<file path="src/hw/rtl/fprp_pkg.sv">
// ----------------------------------------------------------------------------
// fprp_pkg
// Shared types and constants of the flame ring pixel mapper.
// ----------------------------------------------------------------------------
package fprp_pkg;

	// register indexes on the configuration port
	localparam int CFG_IDX_W = 3;
	localparam logic [CFG_IDX_W-1:0] REG_INNER_RADIUS = 3'd0;
	localparam logic [CFG_IDX_W-1:0] REG_OUTER_RADIUS = 3'd1;
	localparam logic [CFG_IDX_W-1:0] REG_ANGLE_WINDOW = 3'd2;
	localparam logic [CFG_IDX_W-1:0] REG_RADIUS_REACH = 3'd3;
	localparam logic [CFG_IDX_W-1:0] REG_CENTER_DIM   = 3'd4;

	localparam logic [7:0] RST_INNER_RADIUS = 8'd40;
	localparam logic [7:0] RST_OUTER_RADIUS = 8'd80;
	localparam logic [7:0] RST_ANGLE_WINDOW = 8'd30;
	localparam logic [7:0] RST_RADIUS_REACH = 8'd40;
	localparam logic [7:0] RST_CENTER_DIM   = 8'd20;

	localparam int ANGLE_FULL = 360;
	localparam int ANGLE_HALF = 180;

	// x / 5 = (x * 205) >> 10 and x / 10 = (x * 205) >> 11 for x up to 255
	localparam logic [15:0] RECIP_205  = 16'd205;
	localparam int          SHIFT_DIV5  = 10;
	localparam int          SHIFT_DIV10 = 11;

	localparam int LED_W = 5;
	localparam int DVD_W = 12;
	localparam int DVS_W = 9;

	typedef struct packed {
		logic [8:0] theta;
		logic [7:0] radius;
		logic [7:0] bright;
		logic       dim;
	} item_t;

	typedef struct packed {
		logic [7:0] inner_radius;
		logic [7:0] outer_radius;
		logic [7:0] window;
		logic [7:0] reach;
		logic [7:0] dim_radius;
	} cfg_t;

	typedef struct packed {
		logic [LED_W-1:0] led;
		logic             last;
	} tag_t;

endpackage

</file>
<file path="src/hw/rtl/fprp_front.sv">
// ----------------------------------------------------------------------------
// fprp_front
// Accepts flame points, folds the angle into 0..359 and flags center dimming.
// ----------------------------------------------------------------------------
module fprp_front (
	input  logic                  in_valid,
	output logic                  in_ready,
	input  logic [8:0]            flame_angle,
	input  logic [7:0]            flame_radius,
	input  logic [7:0]            flame_brightness,
	input  fprp_pkg::cfg_t        cfg,
	input  logic                  q_full,
	output logic                  q_push,
	output fprp_pkg::item_t       q_item
);

	assign in_ready = !q_full;
	assign q_push   = in_valid && !q_full;

	always_comb begin
		q_item.theta  = (flame_angle >= 9'(fprp_pkg::ANGLE_FULL)) ?
			flame_angle - 9'(fprp_pkg::ANGLE_FULL) : flame_angle;
		q_item.radius = flame_radius;
		q_item.bright = flame_brightness;
		q_item.dim    = flame_radius > cfg.dim_radius;
	end

endmodule

</file>
<file path="src/hw/rtl/fprp_queue.sv">
// ----------------------------------------------------------------------------
// fprp_queue
// Two-entry queue between the front and the LED sequencer.
// ----------------------------------------------------------------------------
module fprp_queue (
	input  logic            clk,
	input  logic            arst_n,
	input  logic            push,
	input  fprp_pkg::item_t push_item,
	output logic            full,
	input  logic            pop,
	output logic            head_valid,
	output fprp_pkg::item_t head_item
);

	fprp_pkg::item_t data_q [2];
	logic            wr_q;
	logic            rd_q;
	logic [1:0]      cnt_q;

	assign full       = cnt_q == 2'd2;
	assign head_valid = cnt_q != 2'd0;
	assign head_item  = data_q[rd_q];

	always_ff @(posedge clk or negedge arst_n) begin
		if (!arst_n) begin
			wr_q  <= 1'b0;
			rd_q  <= 1'b0;
			cnt_q <= 2'd0;
		end else begin
			if (push)
				wr_q <= !wr_q;
			if (pop)
				rd_q <= !rd_q;
			if (push && !pop)
				cnt_q <= cnt_q + 2'd1;
			else if (pop && !push)
				cnt_q <= cnt_q - 2'd1;
		end
	end

	always_ff @(posedge clk) begin
		if (push)
			data_q[wr_q] <= push_item;
	end

endmodule

</file>
<file path="src/hw/rtl/fprp_div.sv">
// ----------------------------------------------------------------------------
// fprp_div
// Pipelined restoring divider, one quotient bit per stage, stalls as a whole.
// ----------------------------------------------------------------------------
module fprp_div (
	input  logic                          clk,
	input  logic                          arst_n,
	input  logic                          en,
	input  logic                          in_valid,
	input  logic [fprp_pkg::DVD_W-1:0]    dividend,
	input  logic [fprp_pkg::DVS_W-1:0]    divisor,
	input  fprp_pkg::tag_t                tag_in,
	output logic                          out_valid,
	output logic [fprp_pkg::DVD_W-1:0]    quotient,
	output fprp_pkg::tag_t                tag_out
);

	localparam int N  = fprp_pkg::DVD_W;
	localparam int RW = fprp_pkg::DVS_W;

	logic           v_s   [0:N];
	logic [RW-1:0]  rem_s [0:N];
	logic [N-1:0]   dq_s  [0:N];
	logic [RW-1:0]  dvs_s [0:N];
	fprp_pkg::tag_t tag_s [0:N];

	always_ff @(posedge clk or negedge arst_n) begin
		if (!arst_n) begin
			v_s[0] <= 1'b0;
		end else if (en) begin
			v_s[0] <= in_valid;
		end
	end

	always_ff @(posedge clk) begin
		if (en) begin
			rem_s[0] <= '0;
			dq_s[0]  <= dividend;
			dvs_s[0] <= divisor;
			tag_s[0] <= tag_in;
		end
	end

	for (genvar g = 0; g < N; g++) begin : g_step
		logic [RW:0] trial;
		logic        fits;

		// shift in the next dividend bit, quotient bits fill dq from the bottom
		assign trial = {rem_s[g], dq_s[g][N-1]};
		assign fits  = trial >= {1'b0, dvs_s[g]};

		always_ff @(posedge clk or negedge arst_n) begin
			if (!arst_n) begin
				v_s[g+1] <= 1'b0;
			end else if (en) begin
				v_s[g+1] <= v_s[g];
			end
		end

		always_ff @(posedge clk) begin
			if (en) begin
				rem_s[g+1] <= fits ? RW'(trial - {1'b0, dvs_s[g]}) : trial[RW-1:0];
				dq_s[g+1]  <= {dq_s[g][N-2:0], fits};
				dvs_s[g+1] <= dvs_s[g];
				tag_s[g+1] <= tag_s[g];
			end
		end
	end

	assign out_valid = v_s[N];
	assign quotient  = dq_s[N];
	assign tag_out   = tag_s[N];

endmodule

</file>
<file path="src/hw/rtl/fprp_back.sv">
// ----------------------------------------------------------------------------
// fprp_back
// LED sequencer and color pipeline: one LED per cycle from the queue head while the output is not stalled.
// ----------------------------------------------------------------------------
module fprp_back #(
	parameter int INNER_COUNT = 8,
	parameter int OUTER_COUNT = 12
) (
	input  logic                          clk,
	input  logic                          arst_n,
	input  fprp_pkg::cfg_t                cfg,
	input  logic                          q_valid,
	input  fprp_pkg::item_t               q_item,
	output logic                          q_pop,
	output logic                          out_valid,
	input  logic                          out_ready,
	output logic [fprp_pkg::LED_W-1:0]    led_index,
	output logic [7:0]                    red_level,
	output logic [5:0]                    green_level,
	output logic [4:0]                    white_level,
	output logic                          last_led
);

	localparam int TOTAL = 1 + INNER_COUNT + OUTER_COUNT;
	localparam int IDX_W = $clog2(TOTAL);
	localparam logic [IDX_W-1:0] IDX_LAST  = IDX_W'(TOTAL - 1);
	localparam logic [IDX_W-1:0] IDX_INNER = IDX_W'(INNER_COUNT);
	localparam logic [8:0] STEP_IN  = 9'(360 / INNER_COUNT);
	localparam logic [8:0] STEP_OUT = 9'(360 / OUTER_COUNT);

	logic en;
	logic issue;

	// sequencer
	logic [IDX_W-1:0] idx_q;
	logic [8:0]       ang_q;
	logic             idx_last;

	// stage 1
	logic             v_s1, last_s1, ctr_s1, dim_s1;
	logic [IDX_W-1:0] idx_s1;
	logic [8:0]       theta_s1, ang_s1;
	logic [7:0]       radius_s1, bright_s1, ringr_s1;
	logic [8:0]       diff, fold;
	logic [8:0]       reach_sum;
	logic [7:0]       ang_dist;
	logic             lit;
	logic [7:0]       rdist;

	// stage 2
	logic             v_s2, last_s2, ctr_s2, dim_s2, lit_s2;
	logic [IDX_W-1:0] idx_s2;
	logic [7:0]       radius_s2, bright_s2, d_s2, rd_s2;
	logic [15:0]      ft_full, fr_full;
	logic [4:0]       ft, fr;

	// stage 3
	logic             v_s3, last_s3, ctr_s3, dim_s3, lit_s3;
	logic [IDX_W-1:0] idx_s3;
	logic [7:0]       radius_s3, bright_s3;
	logic [4:0]       ft_s3, fr_s3;
	logic [8:0]       prod;
	logic [fprp_pkg::DVD_W-1:0] bright_x10;
	logic [fprp_pkg::DVD_W-1:0] dvd;
	logic [fprp_pkg::DVS_W-1:0] dvs;
	fprp_pkg::tag_t   tag;

	// stage 4 into the divider
	logic             v_s4;
	logic [fprp_pkg::DVD_W-1:0] dvd_s4;
	logic [fprp_pkg::DVS_W-1:0] dvs_s4;
	fprp_pkg::tag_t   tag_s4;

	logic                       div_valid;
	logic [fprp_pkg::DVD_W-1:0] div_quot;
	fprp_pkg::tag_t             div_tag;
	logic [7:0]                 red;
	logic [15:0]                red_scaled;

	logic                       out_valid_q;

	assign en       = !out_valid_q || out_ready;
	assign issue    = en && q_valid;
	assign idx_last = idx_q == IDX_LAST;
	assign q_pop    = issue && idx_last;

	always_ff @(posedge clk or negedge arst_n) begin
		if (!arst_n) begin
			idx_q <= '0;
			ang_q <= '0;
		end else if (issue) begin
			if (idx_last)
				idx_q <= '0;
			else
				idx_q <= idx_q + IDX_W'(1);
			if (idx_q == '0)
				ang_q <= STEP_IN;
			else if (idx_q == IDX_INNER)
				ang_q <= STEP_OUT;
			else if (idx_q < IDX_INNER)
				ang_q <= ang_q + STEP_IN;
			else
				ang_q <= ang_q + STEP_OUT;
		end
	end

	always_ff @(posedge clk or negedge arst_n) begin
		if (!arst_n) begin
			v_s1 <= 1'b0;
			v_s2 <= 1'b0;
			v_s3 <= 1'b0;
			v_s4 <= 1'b0;
		end else if (en) begin
			v_s1 <= q_valid;
			v_s2 <= v_s1;
			v_s3 <= v_s2;
			v_s4 <= v_s3;
		end
	end

	always_ff @(posedge clk) begin
		if (en) begin
			idx_s1    <= idx_q;
			last_s1   <= idx_last;
			ctr_s1    <= idx_q == '0;
			dim_s1    <= q_item.dim;
			theta_s1  <= q_item.theta;
			radius_s1 <= q_item.radius;
			bright_s1 <= q_item.bright;
			// a ring LED at a full turn sits at zero degrees
			ang_s1    <= (ang_q == 9'(fprp_pkg::ANGLE_FULL)) ? '0 : ang_q;
			ringr_s1  <= (idx_q <= IDX_INNER) ? cfg.inner_radius : cfg.outer_radius;
		end
	end

	// circular angle distance and reach test
	always_comb begin
		diff      = (ang_s1 >= theta_s1) ? ang_s1 - theta_s1 : theta_s1 - ang_s1;
		fold      = (diff > 9'(fprp_pkg::ANGLE_HALF)) ?
			9'(fprp_pkg::ANGLE_FULL) - diff : diff;
		ang_dist  = fold[7:0];
		reach_sum = {1'b0, radius_s1} + {1'b0, cfg.reach};
		lit       = (ang_dist < cfg.window) && ({1'b0, ringr_s1} < reach_sum);
		rdist     = (ringr_s1 >= radius_s1) ? ringr_s1 - radius_s1 : radius_s1 - ringr_s1;
	end

	always_ff @(posedge clk) begin
		if (en) begin
			idx_s2    <= idx_s1;
			last_s2   <= last_s1;
			ctr_s2    <= ctr_s1;
			dim_s2    <= dim_s1;
			lit_s2    <= lit;
			radius_s2 <= radius_s1;
			bright_s2 <= bright_s1;
			d_s2      <= ang_dist;
			rd_s2     <= rdist;
		end
	end

	// both factors divided by ten, zero taken as one
	always_comb begin
		ft_full = {8'd0, d_s2} * fprp_pkg::RECIP_205;
		fr_full = {8'd0, rd_s2} * fprp_pkg::RECIP_205;
		ft      = 5'(ft_full >> fprp_pkg::SHIFT_DIV10);
		fr      = 5'(fr_full >> fprp_pkg::SHIFT_DIV10);
		if (ft == 5'd0)
			ft = 5'd1;
		if (fr == 5'd0)
			fr = 5'd1;
	end

	always_ff @(posedge clk) begin
		if (en) begin
			idx_s3    <= idx_s2;
			last_s3   <= last_s2;
			ctr_s3    <= ctr_s2;
			dim_s3    <= dim_s2;
			lit_s3    <= lit_s2;
			radius_s3 <= radius_s2;
			bright_s3 <= bright_s2;
			ft_s3     <= ft;
			fr_s3     <= fr;
		end
	end

	// pick dividend and divisor; unlit LEDs divide zero by one
	always_comb begin
		prod       = {4'd0, ft_s3} * {4'd0, fr_s3};
		bright_x10 = ({4'd0, bright_s3} << 3) + ({4'd0, bright_s3} << 1);
		if (ctr_s3 && dim_s3) begin
			dvd = bright_x10;
			dvs = {1'b0, radius_s3};
		end else if (ctr_s3 || lit_s3) begin
			dvd = {4'd0, bright_s3};
			dvs = ctr_s3 ? 9'd1 : prod;
		end else begin
			dvd = '0;
			dvs = 9'd1;
		end
		tag.led  = fprp_pkg::LED_W'(idx_s3);
		tag.last = last_s3;
	end

	always_ff @(posedge clk) begin
		if (en) begin
			dvd_s4 <= dvd;
			dvs_s4 <= dvs;
			tag_s4 <= tag;
		end
	end

	fprp_div u_div (
		.clk       (clk),
		.arst_n    (arst_n),
		.en        (en),
		.in_valid  (v_s4),
		.dividend  (dvd_s4),
		.divisor   (dvs_s4),
		.tag_in    (tag_s4),
		.out_valid (div_valid),
		.quotient  (div_quot),
		.tag_out   (div_tag)
	);

	// saturate the dimmed center, then derive green and white
	always_comb begin
		red        = (div_quot > 12'd255) ? 8'd255 : div_quot[7:0];
		red_scaled = {8'd0, red} * fprp_pkg::RECIP_205;
	end

	always_ff @(posedge clk or negedge arst_n) begin
		if (!arst_n) begin
			out_valid_q <= 1'b0;
		end else if (en) begin
			out_valid_q <= div_valid;
		end
	end

	always_ff @(posedge clk) begin
		if (en) begin
			led_index   <= div_tag.led;
			last_led    <= div_tag.last;
			red_level   <= red;
			green_level <= 6'(red_scaled >> fprp_pkg::SHIFT_DIV5);
			white_level <= 5'(red_scaled >> fprp_pkg::SHIFT_DIV10);
		end
	end

	assign out_valid = out_valid_q;

endmodule

</file>
<file path="src/hw/rtl/flame_position_to_ring_pixels.sv">
// ----------------------------------------------------------------------------
// flame_position_to_ring_pixels
// Maps a polar flame point onto a center LED and two concentric LED rings.
// ----------------------------------------------------------------------------
// Each accepted flame point produces 1 + INNER_COUNT + OUTER_COUNT output
// transactions (21 at the defaults), one per LED in LED order, last_led set on
// the final one. The LED sequencer emits one LED per cycle while the output is
// not stalled; a two-entry queue lets the next points be accepted while the
// current one is still being emitted. On its way out each LED passes the color
// stages and the twelve-stage pipelined divider.
module flame_position_to_ring_pixels #(
	parameter int INNER_COUNT = 8,
	parameter int OUTER_COUNT = 12
) (
	input  logic                              clk,
	input  logic                              arst_n,
	input  logic                              cfg_write,
	input  logic [fprp_pkg::CFG_IDX_W-1:0]    cfg_index,
	input  logic [7:0]                        cfg_data,
	input  logic                              in_valid,
	output logic                              in_ready,
	input  logic [8:0]                        flame_angle,
	input  logic [7:0]                        flame_radius,
	input  logic [7:0]                        flame_brightness,
	output logic                              out_valid,
	input  logic                              out_ready,
	output logic [4:0]                        led_index,
	output logic [7:0]                        red_level,
	output logic [5:0]                        green_level,
	output logic [4:0]                        white_level,
	output logic                              last_led
);

	fprp_pkg::cfg_t  cfg_q;
	logic            q_full;
	logic            q_push;
	fprp_pkg::item_t push_item;
	logic            q_pop;
	logic            head_valid;
	fprp_pkg::item_t head_item;

	always_ff @(posedge clk or negedge arst_n) begin
		if (!arst_n) begin
			cfg_q.inner_radius <= fprp_pkg::RST_INNER_RADIUS;
			cfg_q.outer_radius <= fprp_pkg::RST_OUTER_RADIUS;
			cfg_q.window       <= fprp_pkg::RST_ANGLE_WINDOW;
			cfg_q.reach        <= fprp_pkg::RST_RADIUS_REACH;
			cfg_q.dim_radius   <= fprp_pkg::RST_CENTER_DIM;
		end else if (cfg_write) begin
			case (cfg_index)
				fprp_pkg::REG_INNER_RADIUS: cfg_q.inner_radius <= cfg_data;
				fprp_pkg::REG_OUTER_RADIUS: cfg_q.outer_radius <= cfg_data;
				fprp_pkg::REG_ANGLE_WINDOW: cfg_q.window       <= cfg_data;
				fprp_pkg::REG_RADIUS_REACH: cfg_q.reach        <= cfg_data;
				fprp_pkg::REG_CENTER_DIM:   cfg_q.dim_radius   <= cfg_data;
				default: ;
			endcase
		end
	end

	fprp_front u_front (
		.in_valid         (in_valid),
		.in_ready         (in_ready),
		.flame_angle      (flame_angle),
		.flame_radius     (flame_radius),
		.flame_brightness (flame_brightness),
		.cfg              (cfg_q),
		.q_full           (q_full),
		.q_push           (q_push),
		.q_item           (push_item)
	);

	fprp_queue u_queue (
		.clk        (clk),
		.arst_n     (arst_n),
		.push       (q_push),
		.push_item  (push_item),
		.full       (q_full),
		.pop        (q_pop),
		.head_valid (head_valid),
		.head_item  (head_item)
	);

	fprp_back #(
		.INNER_COUNT (INNER_COUNT),
		.OUTER_COUNT (OUTER_COUNT)
	) u_back (
		.clk         (clk),
		.arst_n      (arst_n),
		.cfg         (cfg_q),
		.q_valid     (head_valid),
		.q_item      (head_item),
		.q_pop       (q_pop),
		.out_valid   (out_valid),
		.out_ready   (out_ready),
		.led_index   (led_index),
		.red_level   (red_level),
		.green_level (green_level),
		.white_level (white_level),
		.last_led    (last_led)
	);

endmodule

</file>
<file path="config.mk">
export PLATFORM = sky130hd
export DESIGN_NAME = flame_position_to_ring_pixels
export DESIGN_NICKNAME = d
export VERILOG_FILES = /design/src/hw/rtl/fprp_pkg.sv /design/src/hw/rtl/fprp_front.sv /design/src/hw/rtl/fprp_queue.sv /design/src/hw/rtl/fprp_div.sv /design/src/hw/rtl/fprp_back.sv /design/src/hw/rtl/flame_position_to_ring_pixels.sv
export SDC_FILE = /design/constraint.sdc
export NUM_CORES = 1
export LEC_CHECK = 0
export BUFFER_PORTS_ARGS = -buffer_cell sky130_fd_sc_hd__buf_2
export CELL_PAD_IN_SITES_DETAIL_PLACEMENT = 2
export CELL_PAD_IN_SITES_GLOBAL_PLACEMENT = 2
export CORE_ASPECT_RATIO = 1.1
export CORE_MARGIN = 1.5
export CORE_UTILIZATION = 45
export DETAILED_ROUTE_END_ITERATION = 6
export PLACE_DENSITY = 0.77
export SETUP_SLACK_MARGIN = 0.3
export SKIP_LAST_GASP = 1
export SYNTH_ARGS = -nofsm -noshare
export SYNTH_HDL_FRONTEND = slang
export SYNTH_SLANG_ARGS = --single-unit
</file>
<file path="constraint.sdc">
create_clock -name clk -period 45.5 [get_ports clk]
set_input_delay 9.1 -clock clk [delete_from_list [all_inputs] [get_ports clk]]
set_output_delay 9.1 -clock clk [all_outputs]
set_load 0.01 [all_outputs]
</file>
---- Yosys cells after proc, flatten, opt, wreduce, memory -nomap -nowiden ----
Memory sizes are Yosys's and may differ from the RTL's. A register that Yosys moved wholly into a read port is not among the register bits.
Index checks and enable logic that the tools add are counted.
operators by class
  multiply operators ...................... 4
  bitwise logic cells ..................... 1
  $lt $le $gt $ge ......................... 22
  $add $sub $neg .......................... 25
  eq/ne operators ......................... 8
  reductions and logical operators ........ 27
  muxes and demuxes ....................... 33
operator list
  operator                                                         count
  two-way mux 9 bit                                                17
  subtractor 9 bit                                                 14
  greater-or-equal comparator 10 x 9 -> 1 bit                      12
  two-way mux 8 bit                                                8
  multiplier 8 x 8 -> 16 bit (second input constant)               3
  subtractor 8 bit                                                 2
  zero test 5 bit                                                  3
  adder 11 x 9 -> 12 bit                                           1
  greater-than comparator 12 x 8 -> 1 bit (second input constant)  1
  two-way mux 12 bit                                               1
  AND reduction 2 bit                                              5
  adder 8 x 8 -> 9 bit                                             1
  adder 9 x 5 -> 9 bit (second input constant)                     1
  adder 9 x 6 -> 9 bit (second input constant)                     1
  == test 9 bit (second input constant)                            1
  greater-or-equal comparator 9 bit                                1
  greater-or-equal comparator 9 bit (second input constant)        1
  greater-than comparator 9 x 8 -> 1 bit (second input constant)   1
  less-than comparator 8 x 9 -> 1 bit                              1
  multiplier 5 x 5 -> 9 bit                                        1
  subtractor 9 bit (second input constant)                         1
  greater-or-equal comparator 8 bit                                1
  greater-than comparator 8 bit                                    1
  less-than comparator 8 bit                                       1
  22 further kinds                                                 40
storage, ports and cells
  memories ................................ 5
  bits in writable memories ............... 520
  output and inout port bits .............. 27
  word-level logic and storage cells ...... 184
  bits in registers ....................... 222
memory list
  memory              words  bits a word  rd ports  clocked after Yosys merged registers in  write ports  line              text
  u_back.u_div.dq_s   13     12           13        0                                        13           fprp_div.sv:23    logic [N-1:0] dq_s [0:N];
  u_back.u_div.dvs_s  13     9            12        0                                        13           fprp_div.sv:24    logic [RW-1:0] dvs_s [0:N];
  u_back.u_div.rem_s  13     9            12        0                                        13           fprp_div.sv:22    logic [RW-1:0] rem_s [0:N];
  u_back.u_div.tag_s  13     6            13        1                                        13           fprp_div.sv:25    fprp_pkg::tag_t tag_s [0:N];
  u_queue.data_q      2      26           1         1                                        1            fprp_queue.sv:16  fprp_pkg::item_t data_q [2];

---- Logic depth before layout (Yosys ltp) ----
  depth in word-level cells ............... 7
  mapped depth ............................ 23
  gate-level depth less buffers ........... 23

---- Cells and area by module ----
From an unflattened synthesis, not the netlist that was laid out.
unflattened totals
  cell total of the unflattened synthesis .. 2713
  area total of the unflattened synthesis .. 37173.2 um^2
by module, submodules not included
  module                         cells an instance  area an instance (um^2)  instances  seq. area each (um^2)
  fprp_div                       1250               19448.7                  1          13568.0
  fprp_back                      1200               13480.4                  1          5670.4
  fprp_queue                     97                 2165.8                   1          1661.6
  flame_position_to_ring_pixels  88                 1544.0                   1          1016.0
  fprp_front                     78                 534.3                    1          0.0

---- Worst setup path after synthesis ----
Ideal clock, no wire load.
  path type ............................... in2reg
  from .................................... in out_ready
  to ...................................... reg u_back.ang_s1[0], enable pin
  stages on the path ...................... 4
  data required time ...................... 44.283 ns
  path slack .............................. 18.117 ns
  arrival ................................. 26.167 ns
  setup time .............................. 1.217 ns
  cell sequence ........................... nor2b_1 -> clkbuf_1 -> clkinv_1 -> clkbuf_1
between the ends
  longest elaborated chain between the ends .. 1
RTL lines
  element                 line                                 text
  start: declaration      flame_position_to_ring_pixels.sv:26  input logic out_ready,
  logical OR 1 bit        fprp_back.sv:82                      assign en = !out_valid_q || out_ready;
  via u_back.en           fprp_back.sv:31                      logic en;
  end signal: assignment  fprp_back.sv:131                     ang_s1 <= (ang_q == 9'(fprp_pkg::ANGLE_FULL)) ? '0 : ang_q;
  end: declaration        fprp_back.sv:42                      logic [8:0] theta_s1, ang_s1;
The timed path passes the listed nets, and every way through them passes these cells.
A chain may end at the register's enable or synchronous reset.

==> summary.txt <==
worst hold path class -> reg -> reg
largest net degree at the start of global routing -> 189
count of final hold-check violations -> 0
Area Overhead vs Synth -> 11.77%
FF+latch count, synth -> 742
fillcell total -> 7408
commonest non-fill, non-tap cell in the layout -> edfxtp_1
synth unique cells -> 72
Worst setup SP type -> input pin
Residual DRC -> 0
Antenna Cells -> 0
Cells after Synth -> 2622
Max-Cap Viols -> 0
Worst slew margin -> 23.45%
WL/cell -> 23.80 µm
post-CTS setup buffer count -> 0
PortBufs -> 67
Achievable Freq -> 78.63 MHz
initial antenna violation count -> 0
WS Path Type -> in -> reg
predominant post-synthesis flop cell -> edfxtp_1
DIE HEIGHT -> 298.8 µm
All-Layer GR Usage -> 22.92%
area fraction of the dominant cell type after synthesis -> 55.88%
Post-Syn Area -> 35790 µm²
Via density -> 5.396
Nets -> 3165
Crit path required time -> 45.75 ns
Sink Count -> 742
Final HPWL DP -> 63.40 mm
Mean Syn Cell Area -> 13.65 µm²
CTS root buf -> clkbuf_16
Top Metal Used -> met4
CTS tree -> yes
Reg clk slew, reported paths -> 0.06 ns
Post-synth EDFFs -> 666
Final Setup Violations -> 0
Metal-1 WL -> 32.34 mm
metal3 WL -> 2.474 mm
Setup crit end kind -> register
post-CTS sizing -> 0
H-tree Lvls -> 3
via count -> 20800
drt first pass iters -> 4
status -> finished, final reports clean
Seq/Total Area, Yosys -> 61.23%
drt total wl -> 91.75 mm
commonest cells after routing, fill and taps aside -> edfxtp_1, ha_1, inv_1
vias in the first global route -> 24459
share of cells above drive strength 1 -> 11.28%
final core occ -> 50.78%
first-pass GRT wire length -> 142.2 mm
initial core utilization -> 45.43%
worst-margin pin slew -> 1.141 ns
final worst-path cycle share -> 27.95%
clk_lat worst skew -> 0.64 ns
Die Wd -> 271.9 µm
clk_skew -> 0.01816 ns
top cells by area, synth -> edfxtp_1, ha_1, dfrtp_1
gpl congestion -> 0.8088
die area -> 81240 µm²
max-slew violations -> 0
core area -> 78780 µm²
GR Overflow Total -> 0
area leader, netlist -> edfxtp_1
crit path max fanout -> 132
Top-Level Pins -> 68
Num CTS Buffers -> 80
Starting DRT DRC Count -> 990
CTS Hold Bufs -> 0
worst endpoint data arrival time -> 12.96 ns
Async S/R FF share, synth -> 10.24%
floorplan row count -> 108
Max clock buf depth -> 3
setup TNS -> 0 ns
Syn Nets -> 3044
minimum clock period -> 12.72 ns
remaining antenna violation count -> 0
routed wl met2 -> 52.86 mm
Yosys warnings -> 0
RSZ-0062 raised after global routing -> false
==> sequential cells by signal (all words and copies together), names as in the netlist, 9 cells and up <==
| name | count |
|---|---|
| u_back.u_div.dq_s | 156 |
| u_back.u_div.dvs_s | 108 |
| u_back.u_div.rem_s | 99 |
| u_back.u_div.tag_s | 78 |
| u_queue.data_q | 52 |
| cfg_q | 40 |
| u_back.dvd_s4 | 12 |
| u_back.u_div.v_s | 12 |
| u_back.ang_q | 9 |
| u_back.ang_s1 | 9 |
| u_back.dvs_s4 | 9 |
| u_back.theta_s1 | 9 |
==> worst max-delay path, stage by stage <==
cell and delay [ns]:
buf_2 0.07, nor2b_1 0.04, buf_4 0.20, inv_8 0.56
buf_4 0.85, buf_4 0.91, buf_4 1.00
==> stage by stage <==
step / cell area (µm²) / hold slack, ns / instances / worst slack [ns]
5_1_grt: 40000 / 0.4138 / 3855 / 32.45
4_1_cts: 40000 / 0.4104 / 3855 / 32.68
6_report: 40000 / 0.4116 / 3855 / 32.78
3_3_place_gp: 37360 / 0.4001 / 3706 / 32.29
2_1_floorplan: 35790 / 0.4003 / 2622 / 18.12
3_5_place_dp: 37360 / 0.4052 / 3706 / 31.98
==> cell type report <==
class	count	area, µm²	share of cell area (%)
multi-input cells	1516	12470	31.18
flip-flops and latches	742	21920	54.79
repair buffers	81	452.9	1.132
inverters	322	1216	3.040
well taps	1045	1308	3.269
clock inverters	47	450.4	1.126
clock buffers	102	2187	5.467
==> synth_stat cells, types with 3 or more instances <==
| master | n |
|---|---|
| fa_1 | 57 |
| nand3_1 | 13 |
| a21boi_0 | 5 |
| nor2b_1 | 42 |
| nor4bb_1 | 3 |
| o31ai_1 | 7 |
| inv_1 | 321 |
| nand2_1 | 136 |
| edfxtp_1 | 666 |
| mux2i_1 | 12 |
| nor2_1 | 123 |
| and3_1 | 9 |
| o211ai_1 | 3 |
| a221o_1 | 4 |
| nand4_1 | 26 |
| clkbuf_1 | 32 |
| ha_1 | 324 |
| a31oi_1 | 10 |
| nand3b_1 | 5 |
| dfstp_2 | 12 |
| o22ai_1 | 3 |
| nand2b_1 | 54 |
| and2_1 | 27 |
| o21a_1 | 9 |
| dfrtp_1 | 64 |
| mux2_2 | 81 |
| a31o_2 | 3 |
| nor4_1 | 3 |
| xor2_1 | 37 |
| a2111oi_0 | 7 |
| a22o_1 | 6 |
| a211oi_1 | 12 |
| buf_6 | 3 |
| xnor2_1 | 90 |
| or2_2 | 6 |
| buf_4 | 6 |
| o21ai_0 | 102 |
| o21bai_1 | 13 |
| nor3_1 | 15 |
| a21oi_1 | 149 |
| a21o_1 | 80 |
==> final timing paths <==
check                                     startpoint  slack (ns)  cells after the start                        end
min in group asynchronous                     arst_n        8.69                      2                   cfg_q[6]
hold reg to reg                        u_back.ctr_s1        0.41                      0              u_back.ctr_s2
max in group asynchronous                     arst_n       36.13                      2                  cfg_q[21]
hold / removal                         u_back.ctr_s1        0.41                      0              u_back.ctr_s2
setup / recovery                           out_ready       32.78                      7  u_back.u_div.rem_s[2][26]
setup reg to reg           u_back.u_div.dq_s[12][11]       39.38                     16      u_back.white_level[4]
==> routing by layer <==
metal | GRT usage, % | vias up
met5 | 0 | -
met2 | 45.97 | 350
met4 | 10.29 | 0
met1 | 22.85 | 10631
li1 | - | 9618
met3 | 3.351 | 201
==> cells by family (layout without fill, tap and decap cells) <==
family                   after synthesis  in the layout  synth area share, %
adder cells (fa/ha/maj)              381            381                14.51
multiplexers                          93             93                2.884
XOR/XNOR                             128            128                3.185
flip-flops                           742            742                61.23
AND/OR/NAND/NOR                      474            474                6.558
buffers and inverters                364            552                3.943
AO/OA/AOI/OAI                        440            440                7.681
Power is not shown: default switching activity piles up to over one toggle a cycle in this logic, so the estimate is an artifact.
